<file path="config.mk">
export PLATFORM = sky130hd
export DESIGN_NAME = ps2_mouse_host_engine
export DESIGN_NICKNAME = d
export VERILOG_FILES = /design/src/design/ps2m_pkg.sv /design/src/design/ps2m_cfg_regs.sv /design/src/design/ps2m_engine.sv /design/src/design/ps2_mouse_host_engine.sv
export SDC_FILE = /design/constraint.sdc
export NUM_CORES = 1
export LEC_CHECK = 0
export BUFFER_PORTS_ARGS = -buffer_cell sky130_fd_sc_hd__clkbuf_2
export CAP_MARGIN = 20
export CORE_ASPECT_RATIO = 1.2
export CORE_MARGIN = 2
export CORE_UTILIZATION = 54
export DETAILED_ROUTE_END_ITERATION = 8
export PLACE_DENSITY_LB_ADDON = 0.08
export SYNTH_ARGS = -nofsm -noshare
export SYNTH_HDL_FRONTEND = slang
export SYNTH_SLANG_ARGS = --single-unit
</file>
<file path="constraint.sdc">
create_clock -name clk_i -period 8 [get_ports clk_i]
set_clock_uncertainty 0.1 [all_clocks]
set_input_delay 1.2 -clock clk_i [delete_from_list [all_inputs] [get_ports clk_i]]
set_output_delay 1.2 -clock clk_i [all_outputs]
set_load 0.02 [all_outputs]
</file>
<file path="src/design/ps2m_pkg.sv">
// Shared types, codes and command tables for the PS/2 mouse host engine.
// No dependencies; every other design file imports this package.
`default_nettype none

package ps2m_pkg;

  localparam int unsigned TickWidthDef = 16;
  localparam int unsigned PktWidth     = 28;
  localparam int unsigned AddrWidth    = 5;
  localparam int unsigned DataWidth    = 32;

  // Mouse protocol bytes
  localparam logic [7:0] ByteAck      = 8'hFA;
  localparam logic [7:0] ByteResend   = 8'hFE;
  localparam logic [7:0] CmdReset     = 8'hFF;
  localparam logic [7:0] CmdSetRate   = 8'hF3;
  localparam logic [7:0] CmdReadId    = 8'hF2;
  localparam logic [7:0] CmdScale11   = 8'hE6;
  localparam logic [7:0] CmdSetRes    = 8'hE8;
  localparam logic [7:0] CmdEnable    = 8'hF4;
  localparam logic [7:0] KnockRate1   = 8'd200;
  localparam logic [7:0] KnockRate2   = 8'd100;
  localparam logic [7:0] KnockRate3   = 8'd80;
  localparam logic [7:0] WheelId      = 8'd3;
  localparam logic [3:0] WheelMask    = 4'hF;
  localparam int unsigned SyncBit     = 3;

  // Init sequence steps
  localparam logic [3:0] StepIdle      = 4'd0;
  localparam logic [3:0] StepScaleA    = 4'd1;
  localparam logic [3:0] StepReset     = 4'd2;
  localparam logic [3:0] StepKnock1    = 4'd3;
  localparam logic [3:0] StepKnock2    = 4'd4;
  localparam logic [3:0] StepKnock3    = 4'd5;
  localparam logic [3:0] StepReadId    = 4'd6;
  localparam logic [3:0] StepSetRes    = 4'd7;
  localparam logic [3:0] StepScaleB    = 4'd8;
  localparam logic [3:0] StepSetRate   = 4'd9;
  localparam logic [3:0] StepEnable    = 4'd10;
  localparam logic [3:0] StepProbeId   = 4'd11;

  // Status codes
  localparam logic [2:0] StNone      = 3'd0;
  localparam logic [2:0] StInitOk    = 3'd1;
  localparam logic [2:0] StInitFail  = 3'd2;
  localparam logic [2:0] StProbeOk   = 3'd3;
  localparam logic [2:0] StProbeFail = 3'd4;

  typedef enum logic [1:0] {
    ActByte  = 2'd0,
    ActTick  = 2'd1,
    ActInit  = 2'd2,
    ActProbe = 2'd3
  } action_e;

  typedef enum logic [1:0] {
    PhIdle   = 2'd0,
    PhCmdAck = 2'd1,
    PhArgAck = 2'd2,
    PhReply  = 2'd3
  } phase_e;

  typedef enum logic [1:0] {
    PkByte0 = 2'd0,
    PkByte1 = 2'd1,
    PkByte2 = 2'd2,
    PkWheel = 2'd3
  } pkt_phase_e;

  typedef enum logic [2:0] {
    RegCmdTimeout   = 3'd0,
    RegResetTimeout = 3'd1,
    RegResendLimit  = 3'd2,
    RegSampleRate   = 3'd3,
    RegResolution   = 3'd4
  } cfg_reg_e;

  typedef struct packed {
    logic [15:0] cmd_timeout;
    logic [15:0] reset_timeout;
    logic [5:0]  resend_limit;
    logic [7:0]  sample_rate;
    logic [1:0]  resolution;
  } cfg_t;

  typedef struct packed {
    logic                tx_valid;
    logic [7:0]          tx_byte;
    logic                packet_valid;
    logic [PktWidth-1:0] packet;
    logic                link_ready;
    logic [7:0]          device_id;
    logic [2:0]          status;
  } res_t;

  function automatic logic [7:0] cmd_of(input logic [3:0] step);
    logic [7:0] c;
    unique case (step)
      StepScaleA, StepScaleB:             c = CmdScale11;
      StepReset:                          c = CmdReset;
      StepKnock1, StepKnock2, StepKnock3,
      StepSetRate:                        c = CmdSetRate;
      StepReadId, StepProbeId:            c = CmdReadId;
      StepSetRes:                         c = CmdSetRes;
      StepEnable:                         c = CmdEnable;
      default:                            c = 8'h00;
    endcase
    return c;
  endfunction

  function automatic logic [1:0] replies_of(input logic [3:0] step);
    logic [1:0] r;
    unique case (step)
      StepReset:               r = 2'd2;
      StepReadId, StepProbeId: r = 2'd1;
      default:                 r = 2'd0;
    endcase
    return r;
  endfunction

endpackage

`default_nettype wire

</file>
<file path="src/design/ps2m_cfg_regs.sv">
// APB-style configuration register file for the PS/2 mouse host engine.
// Depends on ps2m_pkg for the register indexes and the cfg_t bundle.
`default_nettype none

module ps2m_cfg_regs (
  input  wire logic                           clk_i,
  input  wire logic                           rst_ni,
  input  wire logic                           psel,
  input  wire logic                           penable,
  input  wire logic                           pwrite,
  input  wire logic [ps2m_pkg::AddrWidth-1:0] paddr,
  input  wire logic [ps2m_pkg::DataWidth-1:0] pwdata,
  output logic      [ps2m_pkg::DataWidth-1:0] prdata,
  output logic                                pready,
  output ps2m_pkg::cfg_t                      cfg_o
);
  import ps2m_pkg::*;

  cfg_t       cfg_q, cfg_d;
  logic [2:0] idx;
  logic       wr_en;

  assign idx    = paddr[AddrWidth-1:2];
  assign wr_en  = psel && penable && pwrite;
  assign pready = 1'b1;
  assign cfg_o  = cfg_q;

  always_comb begin
    cfg_d = cfg_q;
    if (wr_en) begin
      unique case (idx)
        RegCmdTimeout:   cfg_d.cmd_timeout   = pwdata[15:0];
        RegResetTimeout: cfg_d.reset_timeout = pwdata[15:0];
        RegResendLimit:  cfg_d.resend_limit  = pwdata[5:0];
        RegSampleRate:   cfg_d.sample_rate   = pwdata[7:0];
        RegResolution:   cfg_d.resolution    = pwdata[1:0];
        default:         cfg_d = cfg_q;
      endcase
    end
  end

  always_comb begin
    unique case (idx)
      RegCmdTimeout:   prdata = DataWidth'(cfg_q.cmd_timeout);
      RegResetTimeout: prdata = DataWidth'(cfg_q.reset_timeout);
      RegResendLimit:  prdata = DataWidth'(cfg_q.resend_limit);
      RegSampleRate:   prdata = DataWidth'(cfg_q.sample_rate);
      RegResolution:   prdata = DataWidth'(cfg_q.resolution);
      default:         prdata = '0;
    endcase
  end

  always_ff @(posedge clk_i or negedge rst_ni) begin
    if (!rst_ni) begin
      cfg_q.cmd_timeout   <= 16'd100;
      cfg_q.reset_timeout <= 16'd2000;
      cfg_q.resend_limit  <= 6'd32;
      cfg_q.sample_rate   <= 8'd40;
      cfg_q.resolution    <= 2'd3;
    end else begin
      cfg_q <= cfg_d;
    end
  end

endmodule

`default_nettype wire

</file>
<file path="src/design/ps2m_engine.sv">
// Command engine, init/probe sequencer and packet assembler state.
// One request updates the state in a single pass. Depends on ps2m_pkg.
`default_nettype none

module ps2m_engine #(
  parameter int unsigned TICK_WIDTH = ps2m_pkg::TickWidthDef
) (
  input  wire logic           clk_i,
  input  wire logic           rst_ni,
  input  wire logic           step_i,
  input  wire logic [1:0]     action_i,
  input  wire logic [7:0]     rx_byte_i,
  input  wire ps2m_pkg::cfg_t cfg_i,
  output ps2m_pkg::res_t      res_o
);
  import ps2m_pkg::*;

  localparam int unsigned CmpWidth = (TICK_WIDTH > 16) ? TICK_WIDTH : 16;

  logic [3:0]            seq_q, seq_d;
  phase_e                phase_q, phase_d;
  logic [TICK_WIDTH-1:0] tick_q, tick_d;
  logic [5:0]            resend_q, resend_d;
  logic [1:0]            ridx_q, ridx_d;
  logic [7:0]            id_q, id_d;
  logic                  ready_q, ready_d;
  logic [1:0]            probe_q, probe_d;
  pkt_phase_e            pkt_q, pkt_d;
  logic [PktWidth-1:0]   word_q, word_d;

  logic                  fin, fin_ok, start;
  logic [7:0]            fin_reply;
  logic [3:0]            start_step, fin_step;
  logic                  has_arg;
  logic [7:0]            arg;
  logic [CmpWidth-1:0]   limit;
  logic [TICK_WIDTH-1:0] tick_inc;
  logic [1:0]            ridx_inc;
  logic [7:0]            b;

  assign b = rx_byte_i;

  always_comb begin
    unique case (seq_q)
      StepKnock1:  begin has_arg = 1'b1; arg = KnockRate1; end
      StepKnock2:  begin has_arg = 1'b1; arg = KnockRate2; end
      StepKnock3:  begin has_arg = 1'b1; arg = KnockRate3; end
      StepSetRes:  begin has_arg = 1'b1; arg = 8'(cfg_i.resolution); end
      StepSetRate: begin has_arg = 1'b1; arg = cfg_i.sample_rate; end
      default:     begin has_arg = 1'b0; arg = 8'h00; end
    endcase
  end

  assign limit    = (seq_q == StepReset) ? CmpWidth'(cfg_i.reset_timeout)
                                         : CmpWidth'(cfg_i.cmd_timeout);
  assign tick_inc = (&tick_q) ? tick_q : tick_q + TICK_WIDTH'(1);
  assign ridx_inc = ridx_q + 2'd1;

  always_comb begin
    seq_d      = seq_q;
    phase_d    = phase_q;
    tick_d     = tick_q;
    resend_d   = resend_q;
    ridx_d     = ridx_q;
    id_d       = id_q;
    ready_d    = ready_q;
    probe_d    = probe_q;
    pkt_d      = pkt_q;
    word_d     = word_q;
    fin        = 1'b0;
    fin_ok     = 1'b0;
    fin_reply  = 8'h00;
    start      = 1'b0;
    start_step = StepIdle;
    fin_step   = seq_q;
    res_o      = '0;

    unique case (action_e'(action_i))
      ActByte: begin
        if (phase_q != PhIdle) begin
          unique case (phase_q)
            PhCmdAck: begin
              if (b == ByteAck) begin
                if (has_arg) begin
                  res_o.tx_valid = 1'b1;
                  res_o.tx_byte  = arg;
                  phase_d        = PhArgAck;
                  tick_d         = '0;
                end else if (replies_of(seq_q) != 2'd0) begin
                  phase_d = PhReply;
                  tick_d  = '0;
                  ridx_d  = 2'd0;
                end else begin
                  fin    = 1'b1;
                  fin_ok = 1'b1;
                end
              end else if (b == ByteResend && resend_q < cfg_i.resend_limit) begin
                resend_d       = resend_q + 6'd1;
                res_o.tx_valid = 1'b1;
                res_o.tx_byte  = cmd_of(seq_q);
              end
            end
            PhArgAck: begin
              if (b == ByteAck) begin
                if (replies_of(seq_q) != 2'd0) begin
                  phase_d = PhReply;
                  tick_d  = '0;
                  ridx_d  = 2'd0;
                end else begin
                  fin    = 1'b1;
                  fin_ok = 1'b1;
                end
              end
            end
            PhReply: begin
              ridx_d = ridx_inc;
              tick_d = '0;
              if (ridx_inc >= replies_of(seq_q)) begin
                fin       = 1'b1;
                fin_ok    = 1'b1;
                fin_reply = b;
              end
            end
            default: ;
          endcase
        end else if (ready_q && seq_q == StepIdle) begin
          // Packet assembly, synced on the always-one bit of byte 0
          unique case (pkt_q)
            PkByte0: begin
              if (b[SyncBit]) begin
                word_d = PktWidth'(b);
                pkt_d  = PkByte1;
              end
            end
            PkByte1: begin
              word_d[15:8] = word_q[15:8] | b;
              pkt_d        = PkByte2;
            end
            PkByte2: begin
              word_d[23:16] = word_q[23:16] | b;
              if (id_q == WheelId) begin
                pkt_d = PkWheel;
              end else begin
                res_o.packet_valid = 1'b1;
                res_o.packet       = word_d;
                pkt_d              = PkByte0;
              end
            end
            PkWheel: begin
              word_d[27:24]      = word_q[27:24] | (b[3:0] & WheelMask);
              res_o.packet_valid = 1'b1;
              res_o.packet       = word_d;
              pkt_d              = PkByte0;
            end
            default: pkt_d = PkByte0;
          endcase
        end
      end
      ActTick: begin
        if (phase_q != PhIdle) begin
          tick_d = tick_inc;
          if (CmpWidth'(tick_inc) >= limit || (&tick_inc)) begin
            fin = 1'b1;
          end
        end
      end
      ActInit: begin
        ready_d    = 1'b0;
        id_d       = 8'h00;
        start      = 1'b1;
        start_step = StepScaleA;
      end
      ActProbe: begin
        if (seq_q == StepIdle && phase_q == PhIdle) begin
          if (!ready_q) begin
            ready_d    = 1'b0;
            id_d       = 8'h00;
            start      = 1'b1;
            start_step = StepScaleA;
          end else if (probe_q < 2'd2) begin
            probe_d = probe_q + 2'd1;
          end else begin
            ready_d    = 1'b0;
            probe_d    = 2'd0;
            start      = 1'b1;
            start_step = StepProbeId;
          end
        end
      end
      default: ;
    endcase

    // Close out the current command and pick the next step
    if (fin) begin
      phase_d = PhIdle;
      if (fin_step == StepProbeId) begin
        seq_d = StepIdle;
        if (fin_ok && fin_reply == id_q) begin
          ready_d      = 1'b1;
          res_o.status = StProbeOk;
        end else begin
          res_o.status = StProbeFail;
        end
      end else if (!fin_ok && (fin_step == StepScaleA || fin_step == StepReadId ||
                               fin_step == StepSetRes || fin_step == StepScaleB ||
                               fin_step == StepSetRate)) begin
        seq_d        = StepIdle;
        res_o.status = StInitFail;
      end else begin
        if (fin_ok && fin_step == StepReadId) begin
          id_d = fin_reply;
        end
        if (fin_step >= StepEnable || fin_step == StepIdle) begin
          seq_d        = StepIdle;
          ready_d      = 1'b1;
          res_o.status = StInitOk;
        end else begin
          start      = 1'b1;
          start_step = fin_step + 4'd1;
        end
      end
    end

    if (start) begin
      seq_d          = start_step;
      phase_d        = PhCmdAck;
      tick_d         = '0;
      resend_d       = 6'd0;
      ridx_d         = 2'd0;
      res_o.tx_valid = 1'b1;
      res_o.tx_byte  = cmd_of(start_step);
    end

    res_o.link_ready = ready_d;
    res_o.device_id  = id_d;
  end

  always_ff @(posedge clk_i or negedge rst_ni) begin
    if (!rst_ni) begin
      seq_q    <= StepIdle;
      phase_q  <= PhIdle;
      tick_q   <= '0;
      resend_q <= 6'd0;
      ridx_q   <= 2'd0;
      id_q     <= 8'h00;
      ready_q  <= 1'b0;
      probe_q  <= 2'd0;
      pkt_q    <= PkByte0;
      word_q   <= '0;
    end else if (step_i) begin
      seq_q    <= seq_d;
      phase_q  <= phase_d;
      tick_q   <= tick_d;
      resend_q <= resend_d;
      ridx_q   <= ridx_d;
      id_q     <= id_d;
      ready_q  <= ready_d;
      probe_q  <= probe_d;
      pkt_q    <= pkt_d;
      word_q   <= word_d;
    end
  end

endmodule

`default_nettype wire

</file>
<file path="src/design/ps2_mouse_host_engine.sv">
// PS/2 mouse host engine top level: request register, engine, result register.
// Depends on ps2m_pkg, ps2m_cfg_regs and ps2m_engine.
`default_nettype none

// Each request (received byte, timer tick, init or probe) yields exactly one
// result. Requests are taken one per clock; an accepted request waits in the
// request register while the engine's next-state logic forms the result and
// the next engine state, and its result is loaded into the result register
// when the request advances, which a stall on the result side holds back.
// Throughput is set by that single-pass state update and stays one request
// per cycle while the result side does not stall. The user must write
// configuration over the APB-style port only while no request is in flight;
// the block does not enforce this. TICK_WIDTH sets the tick counter width.
module ps2_mouse_host_engine #(
  parameter int unsigned TICK_WIDTH = ps2m_pkg::TickWidthDef
) (
  input  wire logic                              clk_i,
  input  wire logic                              rst_ni,
  input  wire logic                              in_valid_i,
  output logic                                   in_stall_o,
  input  wire logic [1:0]                        action_i,
  input  wire logic [7:0]                        rx_byte_i,
  output logic                                   out_valid_o,
  input  wire logic                              out_stall_i,
  output logic                                   tx_valid_o,
  output logic      [7:0]                        tx_byte_o,
  output logic                                   packet_valid_o,
  output logic      [ps2m_pkg::PktWidth-1:0]     packet_o,
  output logic                                   link_ready_o,
  output logic      [7:0]                        device_id_o,
  output logic      [2:0]                        status_o,
  input  wire logic                              psel,
  input  wire logic                              penable,
  input  wire logic                              pwrite,
  input  wire logic [ps2m_pkg::AddrWidth-1:0]    paddr,
  input  wire logic [ps2m_pkg::DataWidth-1:0]    pwdata,
  output logic      [ps2m_pkg::DataWidth-1:0]    prdata,
  output logic                                   pready
);
  import ps2m_pkg::*;

  cfg_t       cfg;
  res_t       res;
  logic       req_valid_q;
  logic [1:0] req_action_q;
  logic [7:0] req_byte_q;
  logic       advance;
  logic       out_valid_q;
  res_t       out_q;

  ps2m_cfg_regs u_cfg (
    .clk_i   (clk_i),
    .rst_ni  (rst_ni),
    .psel    (psel),
    .penable (penable),
    .pwrite  (pwrite),
    .paddr   (paddr),
    .pwdata  (pwdata),
    .prdata  (prdata),
    .pready  (pready),
    .cfg_o   (cfg)
  );

  ps2m_engine #(
    .TICK_WIDTH (TICK_WIDTH)
  ) u_engine (
    .clk_i     (clk_i),
    .rst_ni    (rst_ni),
    .step_i    (advance),
    .action_i  (req_action_q),
    .rx_byte_i (req_byte_q),
    .cfg_i     (cfg),
    .res_o     (res)
  );

  // Advance the held request when the result register is free or draining
  assign advance    = req_valid_q && (!out_valid_q || !out_stall_i);
  assign in_stall_o = req_valid_q && !advance;

  always_ff @(posedge clk_i or negedge rst_ni) begin
    if (!rst_ni) begin
      req_valid_q <= 1'b0;
      out_valid_q <= 1'b0;
    end else begin
      if (!in_stall_o) begin
        req_valid_q <= in_valid_i;
      end
      if (advance) begin
        out_valid_q <= 1'b1;
      end else if (!out_stall_i) begin
        out_valid_q <= 1'b0;
      end
    end
  end

  always_ff @(posedge clk_i) begin
    if (!in_stall_o && in_valid_i) begin
      req_action_q <= action_i;
      req_byte_q   <= rx_byte_i;
    end
    if (advance) begin
      out_q <= res;
    end
  end

  assign out_valid_o    = out_valid_q;
  assign tx_valid_o     = out_q.tx_valid;
  assign tx_byte_o      = out_q.tx_byte;
  assign packet_valid_o = out_q.packet_valid;
  assign packet_o       = out_q.packet;
  assign link_ready_o   = out_q.link_ready;
  assign device_id_o    = out_q.device_id;
  assign status_o       = out_q.status;

  a_advance_loads: assert property (@(posedge clk_i) disable iff (!rst_ni)
    advance |=> out_valid_o)
    else $error("result register not loaded after advance");

  a_packet_ready: assert property (@(posedge clk_i) disable iff (!rst_ni)
    out_valid_o && packet_valid_o |-> link_ready_o && !tx_valid_o)
    else $error("packet given while link not ready or during a command");

  a_ok_ready: assert property (@(posedge clk_i) disable iff (!rst_ni)
    out_valid_o && (status_o == StInitOk || status_o == StProbeOk) |-> link_ready_o)
    else $error("success status without ready link");

  a_fail_not_ready: assert property (@(posedge clk_i) disable iff (!rst_ni)
    out_valid_o && (status_o == StInitFail || status_o == StProbeFail)
      |-> !link_ready_o && !tx_valid_o)
    else $error("failure status with ready link or pending send");

endmodule

`default_nettype wire

</file>
Word level (Yosys, flattened, before mapping). Memory sizes are Yosys's and may differ from the RTL's. Cells that the tools add are included.

Add/sub/neg operators: 5. $mul: 0. Divide/modulo/power cells: 0. Order comparisons: 5. Equality and inequality tests: 46. Shift-type cells: 0. Mux-type cells: 131. Bitwise gates (word level): 6. Reductions and logical operators: 66.

Operators with widths (count): 2-to-1 mux 16 bit (10); 2-to-1 mux 8 bit (11); 2-to-1 mux 29 bit (3); case mux 16 bit (5 select lines) (1); 2-to-1 mux 2 bit (32); case mux 29 bit (2 select lines) (1); 2-to-1 mux 4 bit (12); case mux 16 bit (3 select lines) (1); case mux 8 bit (2 select lines) (3); 2-to-1 mux 9 bit (5); case mux 8 bit (5 select lines) (1); 2-to-1 mux 38 bit (1); 2-to-1 mux 6 bit (6); case mux 16 bit (2 select lines) (1); AND reduction 16 bit (2); AND reduction 6 bit (5); 2-to-1 mux 1 bit (29); 2-to-1 mux 28 bit (1); nonzero test 2 bit (11); != test 3 x 1 -> 1 bit, second input constant (6); AND reduction 9 bit (2); adder 16 x 1 -> 16 bit, second input constant (1); equality test 4 x 3 -> 1 bit, second input constant (4); equality test 8 bit, second input constant (2); 52 further kinds (108).

Register bits after elaboration: 181. Bits in latches: 0. RAM bits: 0. Memory bits (read-only): 256. Input port bits: 54. Output and inout port bits: 85. Logic and storage cells: 290. Memories kept: 2.

Memory list: (name not given) (words 16, bits a word 8, read ports 1, clocked after memory_dff 0, wr ports 0, line ps2m_pkg.sv:98) `unique case (step)`; (name not given) (words 16, bits a word 8, read ports 1, clocked after memory_dff 0, wr ports 0, line ps2m_pkg.sv:98).

Logic depth before layout (Yosys ltp).
Depth in word-level cells: 22. Mapped depth: 22.

Modules after synthesis. Synthesis repeated with hierarchy kept, for this count alone.

Cell total of the unflattened synthesis: 1005. Area, all modules: 10495.1 µm².

By module, submodules not included: ps2m_engine (times used 1, cells each 760, area an instance 6190.9 µm², seq. area each 1776.7 µm²); ps2m_cfg_regs (times used 1, cells each 177, area an instance 2409.8 µm², seq. area each 1218.7 µm²); ps2_mouse_host_engine (times used 1, cells each 68, area an instance 1894.3 µm², seq. area each 1851.8 µm²).

Worst setup path before layout. No wires, ideal clock.

Kind: flip-flop to flip-flop. Start: register u_engine.seq_q[0], in the netlist u_engine.fin_step[0]. End: register out_q, in the netlist tx_byte_o[1] (data pin). Arrival time: 4.592 ns. Data required time: 7.641 ns. Setup slack: 3.049 ns. Cell stages (with the launch flop): 20. Path buffers: 1. Period minus slack after synthesis: 4.951 ns. Cells stage by stage: dfrtp_1 -> inv_1 -> ha_1 -> inv_1 -> nor3_1 -> clkbuf_1 -> mux2i_1 -> ha_1 -> a21oi_1 -> o21ai_0 -> a2111oi_0 -> a21oi_1 -> a2111oi_1 -> a21oi_4 -> nor2_1 -> a21oi_1 -> inv_1 -> ha_1 -> mux2i_1 -> a211o_1.

RTL lines: from (decl) (line ps2m_engine.sv:20) `logic [3:0] seq_q, seq_d;`; from (signal assigned) (line ps2m_engine.sv:240) `seq_q <= StepIdle;`; from (signal assigned) (line ps2m_engine.sv:251) `seq_q <= seq_d;`; to (signal assigned) (line ps2_mouse_host_engine.sv:102) `out_q <= res;`; to (decl) (line ps2_mouse_host_engine.sv:49) `res_t out_q;`.

==> results.tsv <==
stage	metric	value	unit
run_status	run status	finished clean	
die	Core Region	0.0187	mm2
cells_and_area	Non-Filler Instances	1337	
yosys	dominant cells by area after synthesis	dfrtp_1 26%, edfxtp_1 18%, mux2_2 6.8%	
cts	H-tree Lvls	4	
routing	vias per inst	5.79	
cells_and_area	area of the multi-input gates	0.00495	mm2
cells_and_area	ant diodes	0	
critical_path	Reg2Reg Depth	16	
cells_and_area	commonest cells after routing, fill and taps aside	107 x dfrtp_1, 102 x clkbuf_2, 84 x nor2_1	
yosys	Synth async-reset ratio	0.669	
timing	# setup viols final	0	
timing	fin crit share	0.755	
power	PwrDens	216	mW/mm2
placed_design	dpl cells	1303	
timing	Slew Viols, Final	0	
critical_path	crit start category	flop	
routing	DRT antenna net count	0	
timing	fin crit period	6.04	ns
placed_design	GP Congestion	0.898	
global_route	initial antenna violation count	0	
cts	Clock Latency Late Sink	0.44	ns
global_route	largest net degree at the start of global routing	82	
power	final total power	2480	uW
cells_and_area	register area	0.00485	mm2
job	maxcap violations	0	
critical_path	Req. time, crit path	8.08	ns
hold_path	Tightest Hold Check Type	flop to flop	
yosys	Yosys warning total	0	
yosys	Distinct cells, synth	82	
critical_path	Worst R2R End	tx_byte_o[3]$_DFFE_PP_	
cts	# resized after CTS	0	
routing	Pre-Repair DR Iteration Count	5	
cts	clock slew at reported path FFs	0.08	ns
yosys	register bit count reported by yosys	181	
cts	CTS tree	yes	
die	Initial Util	0.547	
yosys	share of Yosys cell area claimed by the top area cell type	0.261	
global_route	first-pass GRT wire length	37.7	mm
cts	Sink Count	181	
timing	Final TNS setup	0	ns
yosys	cell taking the most area after synthesis	dfrtp_1	
cells_and_area	P&R area growth vs syn	12.3	%
die	die area	0.0201	mm2
die	FP Rows	55	
routing	drt drc	0	
global_route	GRT Total Usage	0.239	
cells_and_area	share of cells above drive strength 1	0.234	
critical_path	Crit. Startpoint	u_engine.tick_q[0]$_DFFE_PN0P_	
cells_and_area	final core utilization	0.615	
timing	RSZ-0062 raised after global routing	no	
cts	CTS Hold Bufs	0	
die	Die W	130	um
cts	total CTS buffers	17	
cells_and_area	Filler Cells Inserted	1655	
yosys	Primary FF master, synth	dfrtp_1	
yosys	EDFF count, synth	60	
routing	Routed WL	23.5	mm
cts	setup repair bufs after CTS	0	
global_route	vias in the first global route	7132	
yosys	Syn Std Cell Area	0.0102	mm2
cells_and_area	commonest non-fill, non-tap cell in the layout	dfrtp_1	
critical_path	Crit path arrival time	6.12	ns
routing	Wirelength per Cell	17.6	um
placed_design	IO buf count	103	
cts	Clock Tree Root	clkbuf_16	
routing	vias	7740	
critical_path	Critical Path Sink	tx_byte_o[3]$_DFFE_PP_	
die	Die H	155	um
timing	Final Hold Viols	0	
timing	Slew headroom	0.309	
cells_and_area	Final #Nets	1164	
cts	Clock Path Buffers	2	
power	VDD IR-drop max	152	uV
critical_path	Max FO, Critical Path	10	
yosys	cell count after synthesis	992	
routing	drt initial violations	529	
timing	FMAX	0.165	GHz
placed_design	dpl hpwl	16.8	mm
timing	worst hold slack	0.382	ns
global_route	gr ovfl total	0	
power	Static Leak	0.00507	uW
critical_path	CP endpoint kind	flop	
yosys	Mean Syn Cell Area	10.3	um2
yosys	sequential area share after synthesis	0.473	
critical_path	r2r setup slk	1.96	ns
die	IO Pins	139	
critical_path	RR Startpoint	u_engine.tick_q[0]$_DFFE_PN0P_	
timing	Slew @ Worst Pin	1.03	ns
critical_path	Crit Path Category	flop to flop	
==> critical path: stages, from the launching register on <==
cell	delay [ns]
dfrtp_1	0.54
ha_1	0.43
nand4_2	0.27
nor4_1	0.90
nor2_1	0.18
xor2_1	0.21
ha_1	0.33
a2111oi_0	0.41
a21oi_1	0.18
a2111oi_1	0.73
a21oi_4	0.25
a21oi_1	0.42
inv_1	0.17
ha_1	0.24
mux2_2	0.26
nand3_1	0.08
o31ai_1	0.08
==> flip-flops by register name, indices dropped and copies added (netlist names), 3 cells and up <==
signal / flops
device_id_o: 8
u_engine.tick_q: 16
u_engine.word_q: 28
u_engine.resend_q: 6
u_cfg.cfg_o: 48
u_engine.fin_step: 4
packet_o: 28
tx_byte_o: 8
req_byte_q: 8
status_o: 3
u_engine.id_q: 8
==> metal layers <==
layer / wire (um) / track usage / up-vias
met5: 0 / 0 / -
met4: 416 / 0.0778 / 0
met3: 926 / 0.0330 / 28
met2: 12000 / 0.406 / 215
met1: 10200 / 0.317 / 3731
li1: - / - / 3766
==> cell usage after synthesis (5+ instances only) <==
| master | instances |
|---|---|
| a21o_1 | 8 |
| a22o_1 | 13 |
| clkbuf_1 | 36 |
| or4_1 | 7 |
| buf_2 | 15 |
| a31oi_1 | 18 |
| dfrtp_1 | 107 |
| mux2i_1 | 34 |
| ha_1 | 42 |
| edfxtp_1 | 60 |
| nor2_1 | 84 |
| a211oi_1 | 5 |
| dfstp_2 | 14 |
| o22ai_1 | 8 |
| o31ai_1 | 5 |
| nor4_1 | 13 |
| and2_1 | 22 |
| mux4_2 | 6 |
| nand2b_1 | 10 |
| or2_2 | 5 |
| or3_1 | 6 |
| nor3_1 | 19 |
| nor3b_1 | 5 |
| nor2b_1 | 9 |
| nand2_1 | 80 |
| and3_1 | 6 |
| a21oi_1 | 55 |
| mux2_2 | 62 |
| nand3_1 | 28 |
| o21ai_0 | 45 |
| buf_4 | 19 |
| xnor2_1 | 10 |
| nand4_1 | 12 |
| inv_1 | 33 |
| o21ai_1 | 5 |
==> cell type report <==
type,count,share of cell area
clock buffer,17,0.0370
clock inverter,15,0.0158
inverter,38,0.0124
multi-input combinational,713,0.430
sequential,181,0.421
tap,256,0.0278
timing repair buffer,117,0.0559
==> worst min path at each step <==
| stage | start | cells past startpoint | endpoint |
|---|---|---|---|
| floorplan | u_engine.word_q[3]$_DFFE_PN0P_ | 1 | u_engine.word_q[3]$_DFFE_PN0P_ |
| global placement | u_engine.word_q[3]$_DFFE_PN0P_ | 1 | u_engine.word_q[3]$_DFFE_PN0P_ |
| detailed placement | u_engine.word_q[3]$_DFFE_PN0P_ | 1 | u_engine.word_q[3]$_DFFE_PN0P_ |
| CTS | u_engine.word_q[3]$_DFFE_PN0P_ | 1 | u_engine.word_q[3]$_DFFE_PN0P_ |
| global route | u_engine.word_q[3]$_DFFE_PN0P_ | 1 | u_engine.word_q[3]$_DFFE_PN0P_ |
| finish | u_engine.word_q[3]$_DFFE_PN0P_ | 1 | u_engine.word_q[3]$_DFFE_PN0P_ |
==> logic make-up after synthesis <==
family,after synthesis,synth area share
AND/OR/NAND/NOR,324,0.159
AO/OA/AOI/OAI,215,0.139
flip-flops,181,0.473
buffers and inverters,113,0.0510
multiplexers,102,0.115
adder cells (fa/ha/maj),42,0.0513
XOR/XNOR,13,0.0111
other,2,0.000733
==> per-stage QoR <==
stage	worst slack [ns]	instance area (um2)
after floorplan	3.05	10300
after global placement	2.04	10900
after detailed placement	2.02	10900
after CTS	1.97	11500
after global routing	1.56	11500
final	1.96	11500
==> where the power goes <==
group | internal (uW) | leakage, uW | switching (uW) | total, uW
Sequential | 1060 | 0.00217 | 85.6 | 1150
Combinational | 195 | 0.00260 | 295 | 490
Clock | 425 | 0.000296 | 421 | 846
Total | 1680 | 0.00507 | 802 | 2480
Power figures use the tool's default switching activity.
